<file path="src/sv/sli_pkg.sv">
package sli_pkg;

  // Number of cells in the chain
  localparam int unsigned CAPACITY = 16;
  // Width of the internal fill count, wide enough to hold CAPACITY itself
  localparam int unsigned CNT_W = $clog2(CAPACITY + 1);

  localparam int unsigned VALUE_W = 32;
  localparam int unsigned COUNT_W = 5;

  localparam logic OP_INSERT = 1'b0;
  localparam logic OP_DELETE = 1'b1;

  typedef enum logic [1:0] {
    ST_OK        = 2'd0,
    ST_FULL      = 2'd1,
    ST_NOT_FOUND = 2'd2
  } status_e;

  typedef enum logic [1:0] {
    S_IDLE,
    S_CMP,
    S_APPLY
  } state_e;

  typedef struct packed {
    logic                      op;
    logic signed [VALUE_W-1:0] value;
  } req_t;

  typedef struct packed {
    status_e              status;
    logic [COUNT_W-1:0]   entry_count;
  } rsp_t;

  // Control broadcast from the sequencer to every cell
  typedef struct packed {
    logic                      cmp_en;
    logic                      upd_en;
    logic                      op;
    logic signed [VALUE_W-1:0] value;
    logic                      found;
    logic                      full;
  } cell_ctl_t;

endpackage

</file>
<file path="src/sv/sorted_list_insert_delete.sv">
// Channel   Direction  Payload  Handshake
// in        request    req_t    in_valid_i / in_stall_o
// out       response   rsp_t    out_valid_o / out_stall_i
//
// Each request passes through three steps: accept, compare in every cell at once,
// then shift the chain by one place and load the response register.
// The compare step registers the cell flags that the shift step then uses.
// Reset empties the list by clearing the fill count; cell contents are not reset.
// A stalled response holds the shift step; the next request is taken while
// a response waits.
module sorted_list_insert_delete (
  input  logic          clk_i,
  input  logic          rst_ni,
  input  logic          in_valid_i,
  output logic          in_stall_o,
  input  sli_pkg::req_t in_req_i,
  output logic          out_valid_o,
  input  logic          out_stall_i,
  output sli_pkg::rsp_t out_rsp_o
);
  import sli_pkg::*;

  state_e             state_q, state_d;
  req_t               req_q;
  logic [CNT_W-1:0]   fill_q, fill_d;
  logic               out_valid_q, out_valid_d;
  rsp_t               rsp_q, rsp_d;

  cell_ctl_t          ctl;
  logic               slot_free;
  logic               in_accept;
  logic               found;
  logic               full;

  logic signed [VALUE_W-1:0] entry [CAPACITY];
  logic [CAPACITY-1:0]       valid;
  logic [CAPACITY-1:0]       le;
  logic [CAPACITY-1:0]       eq;

  assign in_accept = in_valid_i && !in_stall_o;
  assign slot_free = !out_valid_q || !out_stall_i;
  assign found     = |eq;
  assign full      = (fill_q == CNT_W'(CAPACITY));

  // Advance the sequencer
  always_comb begin
    state_d = state_q;
    unique case (state_q)
      S_IDLE:  if (in_valid_i) state_d = S_CMP;
      S_CMP:   state_d = S_APPLY;
      S_APPLY: if (slot_free) state_d = S_IDLE;
      default: state_d = S_IDLE;
    endcase
  end

  // Drive the cell controls and the request side
  always_comb begin
    ctl.cmp_en = 1'b0;
    ctl.upd_en = 1'b0;
    in_stall_o = 1'b1;
    unique case (state_q)
      S_IDLE:  in_stall_o = 1'b0;
      S_CMP:   ctl.cmp_en = 1'b1;
      S_APPLY: ctl.upd_en = slot_free;
      default: in_stall_o = 1'b1;
    endcase
    ctl.op    = req_q.op;
    ctl.value = req_q.value;
    ctl.found = found;
    ctl.full  = full;
  end

  // Build the response and the new fill count
  always_comb begin
    fill_d = fill_q;
    rsp_d  = rsp_q;
    if (ctl.upd_en) begin
      if (req_q.op == OP_INSERT) begin
        if (full) begin
          rsp_d.status = ST_FULL;
        end else begin
          rsp_d.status = ST_OK;
          fill_d       = fill_q + CNT_W'(1);
        end
      end else begin
        if (found) begin
          rsp_d.status = ST_OK;
          fill_d       = fill_q - CNT_W'(1);
        end else begin
          rsp_d.status = ST_NOT_FOUND;
        end
      end
      rsp_d.entry_count = COUNT_W'(fill_d);
    end
  end

  // Load or drop the response
  always_comb begin
    out_valid_d = out_valid_q;
    if (ctl.upd_en) begin
      out_valid_d = 1'b1;
    end else if (!out_stall_i) begin
      out_valid_d = 1'b0;
    end
  end

  always_ff @(posedge clk_i or negedge rst_ni) begin
    if (!rst_ni) begin
      state_q     <= S_IDLE;
      fill_q      <= '0;
      out_valid_q <= 1'b0;
    end else begin
      state_q     <= state_d;
      fill_q      <= fill_d;
      out_valid_q <= out_valid_d;
    end
  end

  // Capture the request and the response payload
  always_ff @(posedge clk_i) begin
    if (in_accept) begin
      req_q <= in_req_i;
    end
    rsp_q <= rsp_d;
  end

  // Chain of cells, one entry each
  for (genvar i = 0; i < CAPACITY; i++) begin : g_cell
    localparam logic [CNT_W-1:0] IDX = CNT_W'(i);
    logic                      left_le;
    logic signed [VALUE_W-1:0] left_entry;
    logic signed [VALUE_W-1:0] right_entry;

    assign valid[i] = (fill_q > IDX);

    if (i == 0) begin : g_head
      assign left_le    = 1'b1;
      assign left_entry = req_q.value;
    end else begin : g_body
      assign left_le    = le[i-1];
      assign left_entry = entry[i-1];
    end

    if (i == CAPACITY - 1) begin : g_tail
      assign right_entry = entry[i];
    end else begin : g_mid
      assign right_entry = entry[i+1];
    end

    sli_cell u_cell (
      .clk_i        (clk_i),
      .ctl_i        (ctl),
      .valid_i      (valid[i]),
      .left_le_i    (left_le),
      .left_entry_i (left_entry),
      .right_entry_i(right_entry),
      .entry_o      (entry[i]),
      .le_o         (le[i]),
      .eq_o         (eq[i])
    );
  end

  assign out_valid_o = out_valid_q;
  assign out_rsp_o   = rsp_q;

  // The fill count never passes the chain length
  a_fill_bound: assert property (@(posedge clk_i) disable iff (!rst_ni)
    fill_q <= CNT_W'(CAPACITY))
    else $error("fill count above capacity");

  // An accepted request moves on to the compare step
  a_accept_cmp: assert property (@(posedge clk_i) disable iff (!rst_ni)
    in_accept |=> (state_q == S_CMP))
    else $error("accepted request did not reach compare");

  // The shift step always leaves a response behind
  a_apply_rsp: assert property (@(posedge clk_i) disable iff (!rst_ni)
    ctl.upd_en |=> out_valid_q)
    else $error("shift step without response");

  // The fill count moves only on a shift step
  a_fill_stable: assert property (@(posedge clk_i) disable iff (!rst_ni)
    !ctl.upd_en |=> $stable(fill_q))
    else $error("fill count changed outside shift step");

endmodule

</file>
<file path="src/sv/sli_cell.sv">
module sli_cell (
  input  logic                               clk_i,
  input  sli_pkg::cell_ctl_t                 ctl_i,
  input  logic                               valid_i,
  input  logic                               left_le_i,
  input  logic signed [sli_pkg::VALUE_W-1:0] left_entry_i,
  input  logic signed [sli_pkg::VALUE_W-1:0] right_entry_i,
  output logic signed [sli_pkg::VALUE_W-1:0] entry_o,
  output logic                               le_o,
  output logic                               eq_o
);
  import sli_pkg::*;

  logic signed [VALUE_W-1:0] entry_q, entry_d;
  logic                      le_q, lt_q, eq_q;

  // Compare the held entry against the request value
  always_ff @(posedge clk_i) begin
    if (ctl_i.cmp_en) begin
      le_q <= valid_i && (entry_q <= ctl_i.value);
      lt_q <= valid_i && (entry_q <  ctl_i.value);
      eq_q <= valid_i && (entry_q == ctl_i.value);
    end
  end

  // Hold, take the new value, or take a neighbor's entry
  always_comb begin
    entry_d = entry_q;
    if (ctl_i.upd_en) begin
      if (ctl_i.op == OP_INSERT) begin
        if (!ctl_i.full && !le_q) begin
          entry_d = left_le_i ? ctl_i.value : left_entry_i;
        end
      end else begin
        if (ctl_i.found && !lt_q) begin
          entry_d = right_entry_i;
        end
      end
    end
  end

  always_ff @(posedge clk_i) begin
    entry_q <= entry_d;
  end

  assign entry_o = entry_q;
  assign le_o    = le_q;
  assign eq_o    = eq_q;

endmodule

</file>
<file path="config.mk">
export PLATFORM = sky130hd
export DESIGN_NAME = sorted_list_insert_delete
export DESIGN_NICKNAME = d
export VERILOG_FILES = /design/src/sv/sli_pkg.sv /design/src/sv/sorted_list_insert_delete.sv /design/src/sv/sli_cell.sv
export SDC_FILE = /design/constraint.sdc
export NUM_CORES = 2
export LEC_CHECK = 0
export ABC_AREA = 1
export BUFFER_PORTS_ARGS = -buffer_cell sky130_fd_sc_hd__buf_2
export CORE_UTILIZATION = 45
export DETAILED_ROUTE_END_ITERATION = 8
export GPL_TIMING_DRIVEN = 0
export SYNTH_ARGS = -nofsm -noshare
export SYNTH_HDL_FRONTEND = slang
export SYNTH_SLANG_ARGS = --single-unit
</file>
<file path="constraint.sdc">
create_clock -name clk_i -period 6.8 [get_ports clk_i]
set_clock_uncertainty 0.05 [all_clocks]
set_input_delay 1.02 -clock clk_i [delete_from_list [all_inputs] [get_ports clk_i]]
set_output_delay 1.02 -clock clk_i [all_outputs]
set_load 0.005 [all_outputs]
</file>
After elaboration in Yosys (flattened, before gate mapping)
Cells that the tools add are included.
{ "totals": {"n_memories": 0, "mem_bits_rw": 0, "regBits": 607, "mem_bits_ro": 0, "wordCells": 379, "latch_bits": 0, "input_bits": 37} }
{ "op_classes": {"bitwise": 1, "div_mod_pow": 0, "n_mux": 74, "n_eq_ne": 37, "shift": 0, "order_cmp": 47, "addsub": 2, "n_mul": 0, "n_reduce_logical": 148} }
{ "ops": {"columns": ["operator", "n"], "rows": [
  ["two-way mux 32 bit", 60],
  ["equality test 32 bit", 16],
  ["less-or-equal comparator 32 bit", 16],
  ["less-than comparator 32 bit", 15],
  ["logical AND 1 bit", 79],
  ["AND reduction 3 bit", 16],
  ["greater-than comparator 5 x 4 -> 1 bit, second input constant", 8],
  ["logical NOT 1 bit", 34],
  ["!= test 2 x 1 -> 1 bit, second input constant", 16],
  ["nonzero test 2 bit", 15],
  ["greater-than comparator 5 x 3 -> 1 bit, second input constant", 4],
  ["OR reduction 16 bit", 1],
  ["two-way mux 5 bit", 3],
  ["greater-than comparator 5 x 1 -> 1 bit, second input constant", 2],
  ["greater-than comparator 5 x 2 -> 1 bit, second input constant", 2],
  ["two-way mux 2 bit", 4],
  ["two-way mux 1 bit", 6],
  ["one-hot mux 2 bit (3 select lines)", 1],
  ["adder 5 x 1 -> 5 bit, second input constant", 1],
  ["equality test 5 bit, second input constant", 1],
  ["subtractor 5 x 1 -> 5 bit, second input constant", 1],
  ["!= test 2 bit, second input constant", 2],
  ["equality test 2 x 1 -> 1 bit, second input constant", 1],
  ["equality test 2 bit, second input constant", 1],
  ["4 further kinds", 4]
]} }

Longest topological paths before layout
{ "depth": {"depth_word": 5, "ltp_mapped": 17} }

Cells and area by module
A second synthesis with hierarchy kept.
{ "hier_totals": {"hier_cells": 5502, "area_unflattened_um2": 43701.9} }
{ "modules_own_cells": {"columns": ["mod", "seq_area_each_um2", "area_per_inst_um2", "instances", "cells_each"], "rows": [
  ["sli_cell", 1051.0, 2598.7, 16, 332],
  ["sorted_list_insert_delete", 1401.3, 2122.0, 1, 190]
]} }

Least setup slack after synthesis
OpenSTA, ideal clock, no wires.
{ "synth_timing": {"path_type": "input-to-reg", "startpoint": "in out_stall_i", "endpoint": "reg g_cell[0].u_cell.entry_q[0] (enable)", "path_buffers": 1, "setup_slack_ns": 2.157, "path_stages": 6, "arrival_time_ns": 4.122, "setup_ns": 0.470, "path_cell_list": "nand2_1 inv_1 nor3_2 inv_1 clkbuf_1 a211oi_1"} }
{ "synth_via": {"elab_chain_cells": 4} }
{ "synth_lines": {"columns": ["element", "line", "rtl"], "rows": [
  ["from (decl)", "sorted_list_insert_delete.sv:18", "input logic out_stall_i,"],
  ["logical NOT 1 bit", null, null],
  ["logical OR 1 bit", "sorted_list_insert_delete.sv:41", "assign slot_free = !out_valid_q || !out_stall_i;"],
  ["two-way mux 1 bit", "sorted_list_insert_delete.sv:61", "unique case (state_q)"],
  ["AND reduction 3 bit (no line)", null, null],
  ["to (signal assigned)", "sli_cell.sv:43", "entry_q <= entry_d;"],
  ["to (decl)", "sli_cell.sv:14", "logic signed [VALUE_W-1:0] entry_q, entry_d;"]
]} }
Every way passes these cells.
A chain may end at the register's enable or synchronous reset.

Worst setup path in the final report
{ "layout_timing": {"startpoint": "in out_stall_i", "endpoint": "reg g_cell[3].u_cell.entry_q[6] (enable)"} }
{ "layout_via": {"elab_chain_cells": 4} }
{ "layout_lines": {"columns": ["element", "line"], "rows": [
  ["logical NOT 1 bit", null],
  ["logical OR 1 bit", "sorted_list_insert_delete.sv:41"],
  ["two-way mux 1 bit", "sorted_list_insert_delete.sv:61"],
  ["AND reduction 3 bit (no line)", null],
  ["to (signal assigned)", "sli_cell.sv:43"],
  ["to (decl)", "sli_cell.sv:14"]
]} }
Every way passes these cells.

==> metrics.yaml <==
status:
  status: "finished clean"
clocking:
  path_clk_slew_ns: 0.06
  cts.repair.resized: 0
  hold_buffers: 0
  htree_num_levels: 3
  cts.sink_count: 607
  post_cts_buffers: 0
  cts_buffer_depth: 3
  clk_latency_ns: 0.65
  cts_tree: "yes"
  numCtsBuffers: 72
  clockRootBuffer: "clkbuf_16"
yosys:
  syn_inst: 4790
  synth_cell_type_count: 41
  netlist.area_leader.share: 0.4408
  yosysSeqAreaShare: 0.4457
  synth_top_cell_by_area: "edfxtp_1"
  netlist_area_sq_mm: 0.04081
  syn-mean-instance-area_sq_um: 8.519
  ys_ff_latch: 607
  synth_area_leaders: "edfxtp_1 (44%), ha_1 (16%), a21oi_1 (13%)"
  syn-num-nets: 5344
  yosysWarnings: 0
critical_path:
  ff2ff_path_depth: 11
  end_kind: "flop"
  required_ns: 7.08
  start_kind: "primary input"
  critical_path_class: "in2reg"
  reg2reg_slack_ns: 3.16
  crit_fanout: 17
  cpLargestDelayFamily: "buffers and inverters"
  r2r-start: "g_cell[0].left_entry[14]"
  reg2reg_to: "g_cell[14].u_cell.le_o"
  critPathArrivalTime_ns: 3.92
  critical_path.max_stage_delay_ns: 0.84
  critPathBufInv: 6
  crit_chain: "buf_2, nand2_1, inv_1, nor3_2, inv_1, clkbuf_1, buf_8, a211oi_4, buf_8"
  crit_slowest_cell: "a211oi_4"
die:
  num_rows: 110
  die_x_microns: 303.1
  design.die.area_sq_mm: 0.09189
  pin_count: 46
  core_sq_mm: 0.08987
  start_util: 0.4540
  die_h_microns: 303.1
routing:
  via_count: 34610
  routed_via_density: 5.605
  wl_per_cell_microns: 21.90
  drc_errors: 0
  drtAntennaViolNets: 0
  drt_pass1_iterations: 6
  drtIter0Drc: 3485
  routed_wl_mm: 135.2
sta:
  slew_violations: 0
  hold_viol_final: 0
  fmax_mhz: 274.8
  finalSetupViolCount: 0
  slew_headroom: 0.09791
  worstMarginPinSlew_ns: 1.353
  period_share: 0.5352
  rsz0062_at_grt: "no"
  fin_crit_ns: 3.639
pwr:
  power_mw: 14.11
  peakVddDrop_v: 0.0001991
  p_leak_nw: 20.21
  power_density_mw_per_mm2: 310.5
global_route:
  grt_max_degree: 27
  track_usage: 0.2930
  grt_pass1_wl_mm: 200.1
  antenna_found_initial: 1
  gr-total-overflow: 0
  grt_pass1_vias: 33830
finish:
  area_growth_pct: 11.37
  layout-drive-gt1-share: 0.06527
  finalNetCount: 5493
  layout.cells.non_filler: 6175
placement:
  dp_hpwl_mm: 109.4
  dp.cells: 6040
  place_congestion: 0.9266
  io_buffers: 45
job:
  cap_viol_max_count: 0
hold_path:
  min_path_type: "in2async"
==> state kept, by name, summed over array words and instances (netlist names) <==
name	flops
g_cell.u_cell.entry_o	512
out_valid_o	1
g_cell.u_cell.le_o	16
state_q	2
out_rsp_o	7
g_cell.u_cell.lt_q	15
ctl	1
fill_q	5
g_cell.u_cell.eq_o	16
g_cell.left_entry	32
==> where the power goes <==
group          total [mW]  internal [mW]  switching [mW]
clock                3.94           2.27            1.67
combinational        4.93           1.54            3.39
sequential           5.24           4.95           0.293
total                14.1           8.75            5.36
==> metal layers <==
| metal | vias to the layer above | wire length [microns] | track usage |
|---|---|---|---|
| li1 | 16640 | - | - |
| met1 | 16460 | 59060 | 0.4028 |
| met2 | 1276 | 61600 | 0.4757 |
| met3 | 236 | 9840 | 0.03805 |
| met4 | 0 | 4740 | 0.1005 |
| met5 | - | 0 | 0 |
==> synth_stat cells <==
cell and number:
a211oi_1 15, a21o_1 10, a21oi_1 1054, a22oi_2 1, a31oi_1 2, and2_1 1
and3_1 2, buf_1 5, buf_2 102, buf_4 3, buf_6 1, clkbuf_1 110
dfrtp_1 8, edfxtp_1 599, ha_1 517, inv_1 663, inv_2 3, nand2_1 641
nand3_1 46, nand3b_1 6, nand4_1 32, nor2_1 664, nor2_2 2, nor2_4 2
nor3_1 16, nor3_2 1, nor3_4 1, nor3b_1 1, nor4_1 18, nor4_2 1
o211ai_1 31, o21a_1 22, o21ai_0 173, o21ai_1 1, o21ai_4 1, o22ai_1 1
o31ai_1 3, or2_1 9, or2_2 20, xnor2_1 1, xor2_2 1
==> logic make-up after synthesis <==
kind of cell	count (synthesis)	synth area share
xor+xnor	2	0.0006134
fa+ha+maj	517	0.1585
flops	607	0.4457
simple gates	1463	0.1433
buf+inv	887	0.08518
compound gates	1314	0.1667
==> how the worst max path moves through the flow <==
stage | cells after the start | from | slack, ns | end
3_5_place_dp | 8 | out_stall_i | 2.26 | g_cell[3].u_cell.entry_o[5]
4_1_cts | 7 | out_valid_o | 2.92 | g_cell[3].u_cell.entry_o[6]
2_1_floorplan | 6 | out_stall_i | 2.16 | g_cell[0].u_cell.entry_o[0]
3_3_place_gp | 7 | out_stall_i | -0.59 | g_cell[1].u_cell.entry_o[4]
6_report | 9 | out_stall_i | 3.16 | g_cell[3].u_cell.entry_o[6]
5_1_grt | 8 | out_valid_o | 3.00 | g_cell[3].u_cell.entry_o[1]
==> metrics by stage <==
step / hold slack, ns / util / TNS, ns / setup WS, ns / cell area [sq um]
6_report: 0.2027 / 0.5057 / 0 / 3.161 / 45440
5_1_grt: 0.1960 / 0.5055 / 0 / 3.003 / 45430
4_1_cts: 0.1770 / 0.5054 / 0 / 2.915 / 45420
3_5_place_dp: 0.5071 / 0.4800 / 0 / 2.256 / 43140
3_3_place_gp: 0.4372 / 0.4729 / -95.17 / -0.5888 / 42500
2_1_floorplan: 0.4196 / - / 0 / 2.157 / 40810
==> final cells by class <==
cell class | count | area (sq um)
timing repair buffer | 75 | 663.1
tap | 1176 | 1471
clock inverter | 33 | 305.3
inverter | 666 | 2500
buffer | 221 | 977.2
antenna | 4 | 10.01
multi-input combinational | 3296 | 19350
sequential | 607 | 18190
clock buffer | 97 | 1979
fill | 8729 | 44430
==> cell usage in the layout, fill, tap and decap left out, types with 17 or more instances in the layout <==
cell	synthesis	final
a21oi_1	1054	1054
buf_2	102	147
buf_8	0	24
clkbuf_1	110	129
clkbuf_16	0	75
clkinv_1	0	17
edfxtp_1	599	599
ha_1	517	517
inv_1	663	663
nand2_1	641	641
nand3_1	46	46
nand4_1	32	32
nor2_1	664	662
nor4_1	18	18
o211ai_1	31	31
o21a_1	22	22
o21ai_0	173	173
or2_2	20	20
No activity file was read; power rests on OpenSTA's default activity.
